--- config.mk ---
export PLATFORM = sky130hd
export DESIGN_NAME = packed_list_entry_decoder
export DESIGN_NICKNAME = d
export VERILOG_FILES = /design/src/pld_pkg.sv /design/src/pld_parser.sv /design/src/pld_out_buf.sv /design/src/packed_list_entry_decoder.sv
export SDC_FILE = /design/constraint.sdc
export NUM_CORES = 1
export LEC_CHECK = 0
export BUFFER_PORTS_ARGS = -buffer_cell sky130_fd_sc_hd__buf_2
export CAP_MARGIN = 25
export CORE_UTILIZATION = 45
export DETAILED_ROUTE_END_ITERATION = 6
export PLACE_DENSITY_LB_ADDON = 0.15
export SLEW_MARGIN = 40
export SYNTH_ARGS = -nofsm -noshare
export SYNTH_HDL_FRONTEND = slang
export SYNTH_HIERARCHICAL = 1
export SYNTH_SLANG_ARGS = --single-unit
--- constraint.sdc ---
create_clock -name clk -period 11.6 [get_ports clk]
set_input_delay 2.32 -clock clk [delete_from_list [all_inputs] [get_ports clk]]
set_output_delay 2.32 -clock clk [all_outputs]
set_load 0.03 [all_outputs]
--- src/pld_pkg.sv ---
package pld_pkg;

  // Result kinds
  localparam logic [1:0] KIND_INT     = 2'd0;
  localparam logic [1:0] KIND_STR_HDR = 2'd1;
  localparam logic [1:0] KIND_PAYLOAD = 2'd2;
  localparam logic [1:0] KIND_END     = 2'd3;

  // Encoding byte values
  localparam logic [7:0] ENC_INT8  = 8'hfe;
  localparam logic [7:0] ENC_INT16 = 8'hc0;
  localparam logic [7:0] ENC_INT24 = 8'hf0;
  localparam logic [7:0] ENC_INT32 = 8'hd0;
  localparam logic [7:0] ENC_INT64 = 8'he0;
  localparam logic [7:0] END_MARK  = 8'hff;
  localparam logic [7:0] PREV_LONG = 8'd254;

  localparam logic [15:0] COUNT_MAX  = 16'hffff;
  localparam logic [15:0] COUNT_SAT  = 16'd65534;
  localparam logic [3:0]  HDR_BYTES  = 4'd10;

  typedef struct packed {
    logic [1:0]         kind;
    logic signed [63:0] int_value;
    logic [31:0]        str_length;
    logic [7:0]         payload_byte;
    logic               last_of_string;
    logic [15:0]        entry_count;
    logic               count_error;
  } pld_result_t;

  // Content bytes of a fixed-width integer encoding, zero if not one.
  function automatic logic [3:0] int_bytes(input logic [7:0] enc);
    logic [3:0] n;
    begin
      unique case (enc)
        ENC_INT8:  n = 4'd1;
        ENC_INT16: n = 4'd2;
        ENC_INT24: n = 4'd3;
        ENC_INT32: n = 4'd4;
        ENC_INT64: n = 4'd8;
        default:   n = 4'd0;
      endcase
      return n;
    end
  endfunction

endpackage

--- src/pld_parser.sv ---
module pld_parser (
  input  logic                clk,
  input  logic                rst_n,
  input  logic                byte_valid,
  input  logic [7:0]          data_byte,
  input  logic                start_req,
  output logic                res_valid,
  output pld_pkg::pld_result_t res
);
  import pld_pkg::*;

  localparam logic [2:0] PH_IDLE     = 3'd0;
  localparam logic [2:0] PH_HEADER   = 3'd1;
  localparam logic [2:0] PH_PREV     = 3'd2;
  localparam logic [2:0] PH_PREVLONG = 3'd3;
  localparam logic [2:0] PH_ENC      = 3'd4;
  localparam logic [2:0] PH_INT      = 3'd5;
  localparam logic [2:0] PH_SLEN     = 3'd6;
  localparam logic [2:0] PH_PAYLOAD  = 3'd7;

  logic [2:0]  phase_r, phase_cur, phase_nxt;
  logic [3:0]  cnt_r, cnt_cur, cnt_nxt;
  logic [15:0] dcnt_r, dcnt_cur, dcnt_nxt;
  logic [7:0]  enc_r, enc_cur, enc_nxt;
  logic [63:0] acc_r, acc_cur, acc_nxt;
  logic [31:0] rem_r, rem_cur, rem_nxt;
  logic [15:0] seen_r, seen_cur, seen_nxt;

  logic        emit;
  pld_result_t r;
  logic [3:0]  n;
  logic [3:0]  cnt_inc;
  logic [3:0]  cnt_dec;
  logic [31:0] rem_dec;
  logic [63:0] v;
  logic [31:0] slen;

  always_comb begin
    phase_cur = phase_r;
    cnt_cur   = cnt_r;
    dcnt_cur  = dcnt_r;
    enc_cur   = enc_r;
    acc_cur   = acc_r;
    rem_cur   = rem_r;
    seen_cur  = seen_r;
    // restart from any phase
    if (start_req) begin
      phase_cur = PH_HEADER;
      cnt_cur   = '0;
      dcnt_cur  = '0;
      enc_cur   = '0;
      acc_cur   = '0;
      rem_cur   = '0;
      seen_cur  = '0;
    end

    phase_nxt = phase_cur;
    cnt_nxt   = cnt_cur;
    dcnt_nxt  = dcnt_cur;
    enc_nxt   = enc_cur;
    acc_nxt   = acc_cur;
    rem_nxt   = rem_cur;
    seen_nxt  = seen_cur;
    emit      = 1'b0;
    r         = '0;
    n         = int_bytes(enc_cur);
    cnt_inc   = cnt_cur + 4'd1;
    cnt_dec   = cnt_cur - 4'd1;
    rem_dec   = rem_cur - 32'd1;
    v         = '0;
    slen      = '0;

    unique case (phase_cur)
      PH_HEADER: begin
        if (cnt_cur == 4'd8) dcnt_nxt[7:0] = data_byte;
        else if (cnt_cur == 4'd9) dcnt_nxt[15:8] = data_byte;
        cnt_nxt = cnt_inc;
        if (cnt_inc >= HDR_BYTES) begin
          cnt_nxt   = '0;
          phase_nxt = PH_PREV;
        end
      end
      PH_PREV: begin
        if (data_byte == END_MARK) begin
          phase_nxt     = PH_IDLE;
          emit          = 1'b1;
          r.kind        = KIND_END;
          r.entry_count = seen_cur;
          r.count_error = (seen_cur < COUNT_SAT) && (seen_cur != dcnt_cur);
        end else if (data_byte >= PREV_LONG) begin
          cnt_nxt   = 4'd4;
          phase_nxt = PH_PREVLONG;
        end else begin
          phase_nxt = PH_ENC;
        end
      end
      PH_PREVLONG: begin
        cnt_nxt = cnt_dec;
        if (cnt_dec == 4'd0) phase_nxt = PH_ENC;
      end
      PH_ENC: begin
        enc_nxt = data_byte;
        if (seen_cur < COUNT_MAX) seen_nxt = seen_cur + 16'd1;
        acc_nxt = '0;
        cnt_nxt = '0;
        if (int_bytes(data_byte) != 4'd0) begin
          phase_nxt = PH_INT;
        end else begin
          case (data_byte[7:6])
            2'b00: begin
              slen = {26'd0, data_byte[5:0]};
              emit = 1'b1;
            end
            2'b01: begin
              acc_nxt   = {58'd0, data_byte[5:0]};
              cnt_nxt   = 4'd1;
              phase_nxt = PH_SLEN;
            end
            2'b10: begin
              cnt_nxt   = 4'd4;
              phase_nxt = PH_SLEN;
            end
            default: begin
              phase_nxt = PH_PREV;
              emit      = 1'b1;
              r.kind    = KIND_INT;
              if (data_byte[7:4] == 4'hf)
                r.int_value = {60'd0, data_byte[3:0]} - 64'd1;
            end
          endcase
          // string length known at once
          if (data_byte[7:6] == 2'b00) begin
            rem_nxt      = slen;
            phase_nxt    = (slen != 32'd0) ? PH_PAYLOAD : PH_PREV;
            r.kind       = KIND_STR_HDR;
            r.str_length = slen;
          end
        end
      end
      PH_INT: begin
        if (n == 4'd0 || cnt_cur >= 4'd8) begin
          phase_nxt = PH_PREV;
        end else begin
          acc_nxt = acc_cur | ({56'd0, data_byte} << {cnt_cur[2:0], 3'b000});
          cnt_nxt = cnt_inc;
          if (cnt_inc >= n) begin
            unique case (n)
              4'd1:    v = {{56{acc_nxt[7]}},  acc_nxt[7:0]};
              4'd2:    v = {{48{acc_nxt[15]}}, acc_nxt[15:0]};
              4'd3:    v = {{40{acc_nxt[23]}}, acc_nxt[23:0]};
              4'd4:    v = {{32{acc_nxt[31]}}, acc_nxt[31:0]};
              default: v = acc_nxt;
            endcase
            cnt_nxt     = '0;
            phase_nxt   = PH_PREV;
            emit        = 1'b1;
            r.kind      = KIND_INT;
            r.int_value = v;
          end
        end
      end
      PH_SLEN: begin
        acc_nxt = {32'd0, acc_cur[23:0], data_byte};
        cnt_nxt = cnt_dec;
        if (cnt_dec == 4'd0) begin
          slen         = acc_nxt[31:0];
          rem_nxt      = slen;
          phase_nxt    = (slen != 32'd0) ? PH_PAYLOAD : PH_PREV;
          emit         = 1'b1;
          r.kind       = KIND_STR_HDR;
          r.str_length = slen;
        end
      end
      PH_PAYLOAD: begin
        rem_nxt = rem_dec;
        if (rem_dec == 32'd0) phase_nxt = PH_PREV;
        emit             = 1'b1;
        r.kind           = KIND_PAYLOAD;
        r.payload_byte   = data_byte;
        r.last_of_string = (rem_cur == 32'd1);
      end
      default: begin
      end
    endcase
  end

  assign res_valid = byte_valid && emit;
  assign res       = r;

  always_ff @(posedge clk) begin
    if (!rst_n) begin
      phase_r <= PH_IDLE;
      cnt_r   <= '0;
      dcnt_r  <= '0;
      enc_r   <= '0;
      acc_r   <= '0;
      rem_r   <= '0;
      seen_r  <= '0;
    end else if (byte_valid) begin
      phase_r <= phase_nxt;
      cnt_r   <= cnt_nxt;
      dcnt_r  <= dcnt_nxt;
      enc_r   <= enc_nxt;
      acc_r   <= acc_nxt;
      rem_r   <= rem_nxt;
      seen_r  <= seen_nxt;
    end
  end

  a_end_goes_idle: assert property (@(posedge clk) disable iff (!rst_n)
    res_valid && res.kind == KIND_END |=> phase_r == PH_IDLE)
    else $error("end of list did not return parser to idle");

  a_payload_has_bytes: assert property (@(posedge clk) disable iff (!rst_n)
    phase_r == PH_PAYLOAD |-> rem_r != 32'd0)
    else $error("payload phase with no bytes left");

endmodule

--- src/pld_out_buf.sv ---
module pld_out_buf (
  input  logic                clk,
  input  logic                rst_n,
  input  logic                push,
  input  pld_pkg::pld_result_t push_data,
  output logic                full,
  output logic                out_valid,
  input  logic                out_stall,
  output pld_pkg::pld_result_t out_data
);
  import pld_pkg::*;

  pld_result_t main_r, main_nxt;
  pld_result_t skid_r, skid_nxt;
  logic        main_valid_r, main_valid_nxt;
  logic        skid_valid_r, skid_valid_nxt;
  logic        pop;

  assign pop = main_valid_r && !out_stall;

  always_comb begin
    main_nxt       = main_r;
    skid_nxt       = skid_r;
    main_valid_nxt = main_valid_r;
    skid_valid_nxt = skid_valid_r;
    if (skid_valid_r) begin
      // input is held off while the skid word waits
      if (pop) begin
        main_nxt       = skid_r;
        skid_valid_nxt = 1'b0;
      end
    end else if (push) begin
      if (!main_valid_r || pop) begin
        main_nxt       = push_data;
        main_valid_nxt = 1'b1;
      end else begin
        skid_nxt       = push_data;
        skid_valid_nxt = 1'b1;
      end
    end else if (pop) begin
      main_valid_nxt = 1'b0;
    end
  end

  always_ff @(posedge clk) begin
    if (!rst_n) begin
      main_valid_r <= 1'b0;
      skid_valid_r <= 1'b0;
    end else begin
      main_valid_r <= main_valid_nxt;
      skid_valid_r <= skid_valid_nxt;
    end
  end

  always_ff @(posedge clk) begin
    main_r <= main_nxt;
    skid_r <= skid_nxt;
  end

  assign full      = skid_valid_r;
  assign out_valid = main_valid_r;
  assign out_data  = main_r;

  a_skid_needs_main: assert property (@(posedge clk) disable iff (!rst_n)
    skid_valid_r |-> main_valid_r)
    else $error("skid word held with empty output register");

  a_stalled_push_to_skid: assert property (@(posedge clk) disable iff (!rst_n)
    main_valid_r && out_stall && !skid_valid_r && push |=> skid_valid_r)
    else $error("word pushed into a stalled output was lost");

  a_drain_empties: assert property (@(posedge clk) disable iff (!rst_n)
    main_valid_r && !out_stall && !skid_valid_r && !push |=> !main_valid_r)
    else $error("output word repeated after being taken");

endmodule

--- src/packed_list_entry_decoder.sv ---
// Packed list entry decoder.
// Input channel: one byte of the packed list per word (in_data_byte), with
// in_start_req set on the first header byte of each list. A word is taken
// at a clock edge where in_valid is high and in_stall is low.
// Result channel: at most one result word per input byte: an integer, a
// string header, a string payload byte or the end-of-list summary. A word
// is delivered at an edge where out_valid is high and out_stall is low.
// Unused fields of a result word read as zero.
// A taken byte's result is registered in the output buffer. Throughput: one
// byte per cycle while in_stall is low; the parse state update for a byte
// is a single pass through the decode logic into the state registers.
// A two-word output buffer (output register plus skid register) sits on
// the result side; in_stall is high exactly while both hold a word, so a
// stalled receiver holds off the input from the cycle after the second
// word is buffered until the receiver takes a word.
// Reset (synchronous, rst_n low) empties the buffer and puts the parser in
// idle; bytes before the first start request are dropped without result.
module packed_list_entry_decoder (
  input  logic               clk,
  input  logic               rst_n,
  input  logic               in_valid,
  output logic               in_stall,
  input  logic [7:0]         in_data_byte,
  input  logic               in_start_req,
  output logic               out_valid,
  input  logic               out_stall,
  output logic [1:0]         out_kind,
  output logic signed [63:0] out_int_value,
  output logic [31:0]        out_str_length,
  output logic [7:0]         out_payload_byte,
  output logic               out_last_of_string,
  output logic [15:0]        out_entry_count,
  output logic               out_count_error
);
  import pld_pkg::*;

  logic        take;
  logic        res_valid;
  logic        full;
  pld_result_t res;
  pld_result_t out_data;

  assign in_stall = full;
  assign take     = in_valid && !full;

  pld_parser u_parser (
    .clk        (clk),
    .rst_n      (rst_n),
    .byte_valid (take),
    .data_byte  (in_data_byte),
    .start_req  (in_start_req),
    .res_valid  (res_valid),
    .res        (res)
  );

  pld_out_buf u_out_buf (
    .clk       (clk),
    .rst_n     (rst_n),
    .push      (res_valid),
    .push_data (res),
    .full      (full),
    .out_valid (out_valid),
    .out_stall (out_stall),
    .out_data  (out_data)
  );

  assign out_kind           = out_data.kind;
  assign out_int_value      = out_data.int_value;
  assign out_str_length     = out_data.str_length;
  assign out_payload_byte   = out_data.payload_byte;
  assign out_last_of_string = out_data.last_of_string;
  assign out_entry_count    = out_data.entry_count;
  assign out_count_error    = out_data.count_error;

endmodule

# Word level (Yosys, flattened, before mapping)
# Cells that the tools add are included.
# Widths: inputs -> output; s select.
word_totals:
  ff_bits: 393
  in_bits: 13
  output_inout_bits: 126
  word_cells: 179
classes:
  addsub: 5
  n_lt_le_gt_ge: 6
  n_eq_ne: 31
  shifts: 1
  mux: 85
  n_bitwise: 3
  n_reduce_logical: 25
op_table:
  columns: ["op", "n"]
  rows:
  - ["$mux 124", 4]
  - ["$mux 64", 6]
  - ["$mux 32", 8]
  - ["$pmux 64 s4", 1]
  - ["$pmux 64 s3", 1]
  - ["$pmux 64 s2", 1]
  - ["$mux 98", 1]
  - ["$pmux 32 s3", 1]
  - ["$eq 8x8->1 const B", 11]
  - ["$mux 16", 5]
  - ["$mux 66", 1]
  - ["$or 64x64->64", 1]
  - ["$pmux 32 s2", 1]
  - ["$reduce_bool 32->1", 2]
  - ["$shl 8x6->64", 1]
  - ["$pmux 4 s5", 3]
  - ["$mux 3", 14]
  - ["$mux 8", 5]
  - ["$mux 17", 2]
  - ["$eq 32x1->1 const B", 1]
  - ["$logic_not 32->1", 1]
  - ["$lt 16x16->1 const B", 2]
  - ["$mux 4", 8]
  - ["$sub 32x1->32 const B", 1]
  - ["other kinds (38)", 74]

# Depth between registers and ports, before layout
# Gate-level depths: netlist (run 1).
logic_depth:
  ltp_word: 12
  ltp_mapped: 15
  mapped_depth_nobuf: 12

# Modules after synthesis
# The synthesis (run 1) kept the hierarchy.
modules_own_cells:
  columns: ["mod", "instances", "cells_per_inst", "area_each_um2", "seq_area_each_um2"]
  rows:
  - ["pld_parser", 1, 1415, 10616.4, 2862.7]
  - ["pld_out_buf", 1, 399, 9092.5, 7487.2]
  - ["packed_list_entry_decoder", 1, 1, 13.8, 0.0]

# Worst setup path after synthesis (run 1)
# No wires, ideal clock.
synth_path:
  path_type: "input to register"
  startpoint: "in in_start_req"
  endpoint: "reg u_out_buf.main_r, in the netlist u_out_buf/out_data[0], enable pin"
  setup_ns: 0.641
  arrival_time_ns: 10.429
  required_time_ns: 10.959
  setup_slack_ns: 0.530
  stages: 12
  path_buffers: 1
  cell_sequence: "nand2b_1 inv_1 clkbuf_1 ha_1 xnor2_1 ha_1 o21ai_0 a21oi_1 nand2_1 a2111oi_0 nand2b_1 a21boi_1"
synth_between:
  elab_chain_len: 10
  word_cells_on_any_way: 28
  classes_between: "add/sub: 2; order compare: 2; eq/ne: 10; mux: 8; reduce/logical: 6"
synth_rtl:
  columns: ["item", "line_no", "rtl"]
  rows:
  - ["from (decl)", "packed_list_entry_decoder.sv:24", "input logic in_start_req,"]
  - ["$mux 8", "pld_parser.sv:47", "if (start_req) begin"]
  - ["$eq 8x8->1", "pld_pkg.sv:36", "unique case (enc)"]
  - ["$pmux 4 s5", "pld_pkg.sv:36", null]
  - ["$ge 4x4->1 or $logic_not 4->1 (tied branches)", "pld_parser.sv:146, pld_parser.sv:141", null]
  - ["$mux 1 or $logic_or 1x1->1 (tied branches)", "pld_parser.sv:146, pld_parser.sv:141", null]
  - ["$mux 1", "pld_parser.sv:141", "if (n == 4'd0 || cnt_cur >= 4'd8) begin"]
  - ["$pmux 1 s5 (*)", "pld_parser.sv:73", "unique case (phase_cur)"]
  - ["$logic_and 1x1->1 (*)", "pld_parser.sv:187", "assign res_valid = byte_valid && emit;"]
  - ["via res_valid", "packed_list_entry_decoder.sv:38", "logic res_valid;"]
  - ["$reduce_bool 2->1 (no source line) (*)", null, null]
  - ["$reduce_and 3->1 (no source line) (*)", null, null]
  - ["to (signal assigned)", "pld_out_buf.sv:56", "main_r <= main_nxt;"]
  - ["to (decl)", "pld_out_buf.sv:13", "pld_result_t main_r, main_nxt;"]
# The timed path passes the listed nets; every way through them passes the cells marked *.
# A chain may end at the register's enable or synchronous reset.

# Final worst setup path (run 1)
layout_path:
  startpoint: "in in_start_req"
  endpoint: "reg u_out_buf.main_r, in the netlist u_out_buf/out_data[68], enable pin"
# Same word-level chain as after synthesis.

==> results of run 1 <==
cells by family (layout without fill, tap and decap cells):
kind of cell	count (synthesis)	count (layout)
AOI/OAI and AO/OA	520	520
xor gates and xnor gates	38	38
adders and majority gates	18	18
buffers and inverters	169	273
DFF	393	393
muxes	126	126
other	0	1
and+or+nand+nor	551	551
registers in the layout (all words and copies together) (netlist names):
register / flops
u_out_buf/out_data: 124
u_out_buf/skid_r: 124
u_parser/acc_r: 64
u_parser/rem_r: 32
u_parser/dcnt_r: 16
u_parser/seen_r: 16
u_parser/enc_r: 8
u_parser/cnt_r: 4
u_parser/phase_r: 3
u_out_buf/full: 1
u_out_buf/out_valid: 1
cells in the final DEF, fill, tap and decap left out, types with 13 or more instances in the layout:
cell and n:
nand3_1 27, a22oi_1 77, a221oi_1 19, xor2_1 26, nand4_1 13, mux2_2 124, o2bb2ai_1 25, buf_4 20
a31oi_1 16, nor2b_1 85, nor2_1 89, a21o_1 19, inv_1 26, o21ai_1 66, a22o_1 18, edfxtp_1 248
ha_1 18, clkbuf_16 45, buf_2 138, a211oi_1 19, and2_1 86, a21oi_1 100, nand2_1 104, dfxtp_1 144
nand2b_1 14, o21ai_0 66, nor4_1 21, nor3_1 37
worst paths after layout:
path	startpoint	end	slack, ps	depth (start not counted)
hold / removal	u_parser/rem_r[30]	u_parser/rem_r[30]	500	2
hold reg to reg	u_parser/rem_r[30]	u_parser/rem_r[30]	500	2
setup / recovery	in_start_req	u_out_buf/out_data[68]	4410	13
setup reg to reg	u_parser/phase_r[2]	u_out_buf/out_data[68]	6080	9
cell type report:
cell class,instances,area [um2],share of cell area
Tap cell,585,732.0,0.03308
Clock buffer,59,1219,0.05508
Timing Repair Buffer,162,907.1,0.04100
Multi-Input combinational cell,1253,8627,0.3899
Antenna cell,1,2.502,0.0001131
Clock inverter,23,176.4,0.007973
Inverter,29,108.9,0.004920
Sequential cell,393,10350,0.4679
power by group through the flow:
stage / sequential [mW] / combinational (mW) / clock (mW)
global placement: 1.50 / 0.117 / 0
detailed placement: 1.51 / 0.119 / 0
floorplan: 1.50 / 0.0806 / 0
CTS: 1.47 / 0.119 / 1.39
finish: 1.48 / 0.122 / 1.35
global route: 1.47 / 0.130 / 1.44
critical path: stages:
cell and delay [ps]:
buf_2 320, nand2b_1 410, inv_1 430, ha_1 340, xnor2_1 360, ha_1 240, o21ai_0 90, a21oi_1 360
nand2_1 170, a2111oi_1 660, nand2b_1 300, a21boi_4 730, buf_12 500
routing by layer:
metal | wire, um | GRT usage
met3 | 3306 | 0.04287
met1 | 24960 | 0.3404
met4 | 1794 | 0.09795
met5 | 0 | 0
met2 | 25900 | 0.3990
metrics by stage:
stage / instance area, um2 / total power [mW] / hold slack (ps)
6_report: 22130 / 2.952 / 500.6
5_1_grt: 22130 / 3.043 / 536.9
4_1_cts: 22110 / 2.987 / 492.3
3_5_place_dp: 20710 / 1.624 / 484.2
3_3_place_gp: 20650 / 1.622 / 467.9
2_1_floorplan: 19720 / 1.583 / 439.6
==> results by group, run 1 <==
Run status
  – Status: completed

Power
  – Internal Power: 2.286 mW
  – Sw Share: 0.2254
  – Comb pwr share: 0.041
  – Seq pwr share: 0.500
  – Max VDD drop: 0.1003 mV
  – Net load switching power: 0.6654 mW
  – Leak Pwr: 7.376 nW
  – Power Dens Cells: 133.4 nW/um2
  – Clock Power Share: 0.459

Timing
  – Upper clock frequency limit: 139.0 MHz
  – # setup viols final: 0
  – Slew Limit Fails: 0
  – Minimum clock period after layout: 7194 ps
  – Setup TNS: 0 ps
  – Final WS setup: 4406 ps
  – Clk_skew: 20.14 ps
  – Actual slew at the worst max-slew pin: 822.1 ps
  – RSZ-0062 raised after global routing: no
  – Worst slew margin: 0.4506
  – Final Hold Vio Count: 0
  – Ratio of final minimum period to clock period: 0.6202

GRT
  – GRT Overall Usage: 0.2508
  – First-pass GRT wire length: 85.90 mm
  – Largest net degree at the start of global routing: 124
  – Vias in the first global route: 14,400
  – Antenna violations before repair: 1
  – Global route total overflow: 0

Placed design
  – DP Cell Count: 2,422
  – PortBufs: 138
  – DP HPWL: 36.79 mm
  – GP Congestion: 0.9653
  – Setup WS pre-CTS: 3637 ps

Clock tree
  – Post-CTS sizing: 0
  – Post-CTS setup buffer count: 0
  – Worst skew pair latency: 580 ps
  – Number of buffers created by CTS: 44
  – CTS H-tree lvls: 2
  – Cts hold-fix bufs: 0
  – Clk sink count: 393
  – CTS tree: done
  – Maximum root-to-sink buffer count: 3
  – Clk slew on worst S/H paths: 60 ps
  – CTS root buffer: clkbuf_16

Job
  – Max Cap Violations: 0

Finish
  – Layout cells sized above 1: 0.2079
  – Area delta synth->final: 12.19%
  – # fillers: 3,940
  – Fin util: 0.5125
  – Final net count: 1,914
  – Non-filler cells, final: 2,505

Synthesis
  – Synth area leaders: edfxtp_1 38%, dfxtp_1 15%, mux2_2 7.1%
  – Compound-Gate Fraction of Synth Area: 0.1755
  – Primary FF master, synth: edfxtp_1
  – Netlist cell types: 91
  – Synthesis warning total: 6
  – Combinational family with the most area after synthesis: compound AO/OA/AOI/OAI gates
  – Xor/xnor share of the synthesized area: 0.01687
  – Share of the synthesized area in the top cell type: 0.3776
  – Most common cell in the netlist: edfxtp_1
  – Post-synth top area cell: edfxtp_1
  – Synth async-reset ratio: 0
  – Cell Area, Synth: 19,720 um2
  – Post-synthesis mux area share: 0.07181
  – Synth Register Bits: 393
  – Net Count, Synth: 1,846
  – Adder-Cell Fraction of Synth Area: 0.01142
  – Synthesized area per cell: 10.87 um2
  – Simple-gate share of the synthesized area: 0.1569
  – Synth cell count leaders: 248 x edfxtp_1, 145 x dfxtp_1, 124 x mux2_2
  – Number of synthesized flops with an enable pin: 248
  – Post-synthesis cell count: 1,815
  – Sequential element share of the synthesized area: 0.5248

Drt
  – Wirelength per Cell: 22.34 um
  – Post-DRT Antenna Nets: 0
  – DRT Pass-1 Iters: 5
  – Via density: 5.911
  – Vias: 14,810
  – Routed WL: 55.95 mm
  – Iter 0 DRT Violations: 1,280
  – Post-route DRC: 0

Floorplan
  – Die W: 211.4 um
  – Die area: 44,670 um2
  – Std cell rows: 76
  – Core ar.: 43,170 um2
  – Die height: 211.4 um
  – Starting density of the core: 0.4568
  – # IOs: 139

Setup path
  – Critical Path Source Type: input port
  – Max FO, Critical Path: 106
  – Crit path DAT: 7390 ps
  – Crit path capture type: register
  – Critical path class: input port to register
  – Worst path required time: 11,800 ps

Hold path
  – Hold Crit Class: register to register
No activity file was read; power rests on OpenSTA's default activity.
==> inputs of run 2 (changes only) <==
- clock period: 11.6 -> 6.23 ns (I/O delays scaled with it)
==> run 2 against run 1 <==
Global-route usage decreased by 0.13 points. Hold slack got worse by 19 ps. Die area unchanged. Setup slack got worse by 3400 ps. Cell area increased by 0.98%.
==> results by group, run 2 (same netlist as run 1, synthesis figures left out) <==
Run status
  – Status: completed

Setup path
  – Crit path DAT: 5460 ps
  – Max FO, Critical Path: 41
  – Crit path buf inv count: 3
  – Worst path required time: 6470 ps
  – CP cell instances: buf_2, nand2b_1, inv_1, ha_1, xnor2_1, ha_1, o21ai_0, a21oi_1, nand2_1, a2111oi_0, nand2b_1, nor2_4, buf_12
  – Critical path class: input port to register
  – Crit path capture type: register
  – Slowest cell on crit path: a2111oi_0
  – Delay-heaviest family, CP: simple AND/OR/NAND/NOR gates
  – CP max stage delay: 690 ps
  – Critical Path Source Type: input port

GRT
  – Gr busiest metal: met2
  – GRT met2 Usage: 0.3903
  – Met1 GRT Util: 0.3484
  – Vias in the first global route: 14,410
  – Met3 Track Usage GR: 0.03812
  – First-pass GRT wire length: 86.42 mm
  – Global route total overflow: 0
  – GRT Overall Usage: 0.2495
  – Antenna violations before repair: 0
  – Largest net degree at the start of global routing: 97

Clock tree
  – Clk slew on worst S/H paths: 60 ps
  – CTS tree: done
  – CTS root buffer: clkbuf_16
  – CTS H-tree lvls: 2
  – Maximum root-to-sink buffer count: 3
  – Clk sink count: 393
  – Number of buffers created by CTS: 42
  – Post-CTS sizing: 0
  – Worst skew pair latency: 570 ps
  – Post-CTS setup buffer count: 0
  – Cts hold-fix bufs: 0

Timing
  – Final WS setup: 1014 ps
  – Slew Limit Fails: 0
  – Ratio of final minimum period to clock period: 0.8373
  – Clk_skew: 13.11 ps
  – Setup TNS: 0 ps
  – Upper clock frequency limit: 191.7 MHz
  – Worst slew margin: 0.4476
  – # setup viols final: 0
  – RSZ-0062 raised after global routing: no
  – Actual slew at the worst max-slew pin: 821.7 ps
  – Minimum clock period after layout: 5216 ps
  – Final Hold Vio Count: 0

Finish
  – Multi-input logic area: 8607 um2
  – # fillers: 3,935
  – N_diodes: 0
  – Layout cells sized above 1: 0.2184
  – Most frequent cells in the layout: 248 x edfxtp_1, 144 x dfxtp_1, 138 x buf_2, 124 x mux2_2, 104 x nand2_1
  – Final net count: 1,938
  – Most common cell after layout, fill and taps aside: edfxtp_1
  – FF+latch area: 10,350 um2
  – Area delta synth->final: 13.28%

Placed design
  – GP Congestion: 0.9882
  – Setup WS pre-CTS: 437.4 ps
  – DP HPWL: 37.25 mm
  – PortBufs: 138

Power
  – Leak Pwr: 7.536 nW
  – Max VDD drop: 0.1731 mV
  – Power Dens Cells: 249.1 nW/um2

Floorplan
  – Std cell rows: 76
  – Core ar.: 43,170 um2
  – Die height: 211.4 um
  – Starting density of the core: 0.4568
  – Die W: 211.4 um
  – Die area: 44,670 um2
  – # IOs: 139

Hold path
  – Hold Crit Class: register to register

Drt
  – DRT Pass-1 Iters: 6
  – Via density: 5.935
  – Wirelength per Cell: 22.05 um
  – Post-DRT Antenna Nets: 0
  – Routed WL: 55.70 mm
  – Vias: 14,990
  – Iter 0 DRT Violations: 1,521
  – Post-route DRC: 0

Job
  – Max Cap Violations: 0
-- run 2: where the power goes --
| part | total, mW | internal, mW | leakage (nW) | switching, mW |
|---|---|---|---|---|
| Clock | 2.58 | 1.53 | 0.691 | 1.05 |
| Combinational | 0.235 | 0.0665 | 3.81 | 0.168 |
| Sequential | 2.75 | 2.74 | 3.03 | 0.0117 |
| Total | 5.56 | 4.34 | 7.54 | 1.23 |
-- run 2: worst min-delay path: stages (launching register included) --
cell,delay [ps]
dfxtp_1,330
nand2_1,60
a21boi_1,50
-- run 2: cell type report --
cell class	instances	area share
multi-input combinational	1253	0.3852
sequential	393	0.4634
clock inverter	16	0.008568
inverter	29	0.004872
tap	585	0.03276
timing repair buffer	188	0.05046
clock buffer	62	0.05471
-- run 2: final timing paths --
path,endpoint,depth (start not counted),slack (ps),start
worst max-delay path,u_out_buf/skid_r[24],13,1010,in_start_req
worst max register to register,u_out_buf/skid_r[24],9,1530,u_parser/phase_r[1]
worst min-delay path,u_parser/rem_r[30],2,480,u_parser/rem_r[30]
worst min register to register,u_parser/rem_r[30],2,480,u_parser/rem_r[30]
-- run 2: per-stage QoR --
stage | hold slack, ps | cells | total power, mW | instance area [um2] | util
after floorplan | 439.6 | 1815 | 2.948 | 19740 | -
after global placement | 464.7 | 2446 | 3.030 | 20870 | 0.4833
after detailed placement | 468.1 | 2448 | 3.033 | 20920 | 0.4845
after CTS | 477.9 | 2526 | 5.613 | 22330 | 0.5172
after global routing | 537.8 | 2526 | 5.738 | 22340 | 0.5175
final | 481.2 | 2526 | 5.565 | 22340 | 0.5175
-- run 2: routing by layer --
layer,wire (um),share of wire,up-vias
met1,24730,0.44,7368
met5,0,0,-
met4,1771,0.032,0
met2,25600,0.46,537
met3,3593,0.065,108
li1,-,-,6980
==> inputs of run 3 (changes only) <==
- clock period: 6.23 -> 5.24 ns (I/O delays scaled with it)
==> run 3 against run 2 <==
Clock skew rose by 2.8 ps. Sequential share of layout area decreased by 0.25 points. First-iteration DRC count down 13%. Clock power rose by 23%. Final cell count hardly changed. Hold slack improved by 16 ps. Wire length rose by 0.74%. Via count shrank 0.26%. Total power is 21% higher. Cell area rose by 0.54%. Die area unchanged. Critical path type unchanged. Largest cell class unchanged. Highest routed layer unchanged.
==> results by group, run 3 (same netlist as run 1, synthesis figures left out) <==
Placed design
  – GP Congestion: 0.9379
  – Placed cell area: 20,990 um2
  – DP HPWL: 36.94 mm
  – PortBufs: 138

Power
  – Max VDD drop: 0.1978 mV
  – Internal Power: 5.225 mW
  – Leak Pwr: 7.547 nW
  – Sw Share: 0.2225
  – Clock Power Share: 0.472
  – Comb pwr share: 0.042
  – Power Dens Cells: 299.2 nW/um2
  – Seq pwr share: 0.486
  – Tot Pwr: 6.720 mW
  – Net load switching power: 1.495 mW

Setup path
  – R2R cell count: 11
  – R2r setup slk: 1380 ps
  – Worst path required time: 5450 ps
  – FF-to-FF Start: u_parser/enc_r[1]
  – Critical path class: input port to register
  – Crit path DAT: 4400 ps
  – FF-to-FF End: u_out_buf/out_data[73]
  – Critical Path Source Type: input port
  – Max FO, Critical Path: 63
  – Crit path capture type: register

Drt
  – Post-route DRC: 0
  – Iter 0 DRT Violations: 1,322
  – Routed WL: 56.11 mm
  – DRT Pass-1 Iters: 6
  – Post-DRT Antenna Nets: 0
  – Wirelength per Cell: 22.23 um
  – Via density: 5.925
  – Vias: 14,950

Timing
  – Ratio of final minimum period to clock period: 0.7984
  – Minimum clock period after layout: 4184 ps
  – Actual slew at the worst max-slew pin: 845.6 ps
  – # setup viols final: 0
  – Final Hold Vio Count: 0
  – Slew Limit Fails: 0
  – Clk_skew: 15.93 ps
  – RSZ-0062 raised after global routing: no
  – Worst slew margin: 0.4349
  – Upper clock frequency limit: 239.0 MHz

Floorplan
  – Std cell rows: 76
  – Die height: 211.4 um
  – Starting density of the core: 0.4568
  – # IOs: 139
  – Core ar.: 43,170 um2
  – Die W: 211.4 um
  – Die area: 44,670 um2

GRT
  – Largest net degree at the start of global routing: 98
  – Vias in the first global route: 14,630
  – Met3 Track Usage GR: 0.04065
  – Met1 GRT Util: 0.3471
  – Gr busiest metal: met2
  – Antenna violations before repair: 0
  – GRT met2 Usage: 0.3961
  – GRT Overall Usage: 0.2521
  – Global route total overflow: 0
  – First-pass GRT wire length: 86.88 mm

Clock tree
  – Clk sink count: 393
  – Clk slew on worst S/H paths: 60 ps
  – CTS root buffer: clkbuf_16
  – Post-CTS setup buffer count: 0
  – CTS tree: done
  – Maximum root-to-sink buffer count: 3
  – Number of buffers created by CTS: 44
  – Worst skew pair latency: 570 ps
  – Cts hold-fix bufs: 0
  – CTS H-tree lvls: 2
  – Post-CTS sizing: 0

Hold path
  – Worst min-delay path endpoint: u_parser/rem_r[30]
  – Worst hold path stage count: 2
  – Hold Startpoint: u_parser/rem_r[30]
  – Hold Crit Class: register to register

Finish
  – Layout cells sized above 1: 0.2233
  – Design Area, Final: 22,460 um2
  – N_diodes: 0
  – Most common cell after layout, fill and taps aside: edfxtp_1
  – Most frequent cells in the layout: 248 x edfxtp_1, 144 x dfxtp_1, 138 x buf_2, 124 x mux2_2, 102 x nand2_1
  – Area delta synth->final: 13.89%
  – Final net count: 1,936
  – # fillers: 3,882

Run status
  – Status: completed

Job
  – Max Cap Violations: 0
## run 3: layout make-up
type,count,area (um2),share of cell area
multi-input combinational,1253,8683,0.3866
clock buffer,56,1177,0.05241
timing repair buffer,184,1119,0.04980
clock inverter,24,286.5,0.01276
inverter,29,111.4,0.004957
tap,585,732.0,0.03259
sequential,393,10350,0.4609
## run 3: critical path: stages
cell,delay [ps]
buf_2,250
nand2b_4,280
inv_4,140
ha_4,190
xnor2_2,230
ha_1,210
o21ai_0,110
a21oi_2,270
nand2_2,270
a2111oi_4,460
nand2b_1,230
a21boi_4,270
buf_12,290
## run 3: worst max path at each step
stage	startpoint	endpoint	slack, ps	cells past startpoint
floorplan	in_start_req	u_out_buf/out_data[0]	-240	12
global placement	in_start_req	u_out_buf/out_data[46]	660	13
detailed placement	in_start_req	u_out_buf/out_data[36]	550	13
CTS	in_start_req	u_out_buf/out_data[46]	1120	13
global route	in_start_req	u_out_buf/out_data[60]	890	13
finish	in_start_req	u_out_buf/out_data[73]	1060	13
## run 3: routing by layer
metal | wire length (um) | share of wire
met3 | 3593 | 0.064
met5 | 0 | 0
met4 | 1849 | 0.033
met1 | 24780 | 0.44
met2 | 25880 | 0.46
## run 3: metrics by stage
stage                     std cells  hold slack, ps  setup TNS, ps  utilization  setup slack (ps)
final                          2524           496.8              0       0.5203              1056
after floorplan                1815           439.6         -30100            -            -242.8
after CTS                      2524           490.7              0       0.5200              1118
after global placement         2443           481.8              0       0.4855             661.9
after global routing           2524           498.6              0       0.5203             886.7
after detailed placement       2444           482.8              0       0.4861             552.3
## run 3: power by group through the flow
stage	Combinational [mW]	Sequential [mW]	Clock, mW
floorplan	0.186	3.33	0
global placement	0.277	3.33	0
detailed placement	0.276	3.33	0
CTS	0.277	3.26	3.25
global route	0.301	3.26	3.36
finish	0.284	3.27	3.17
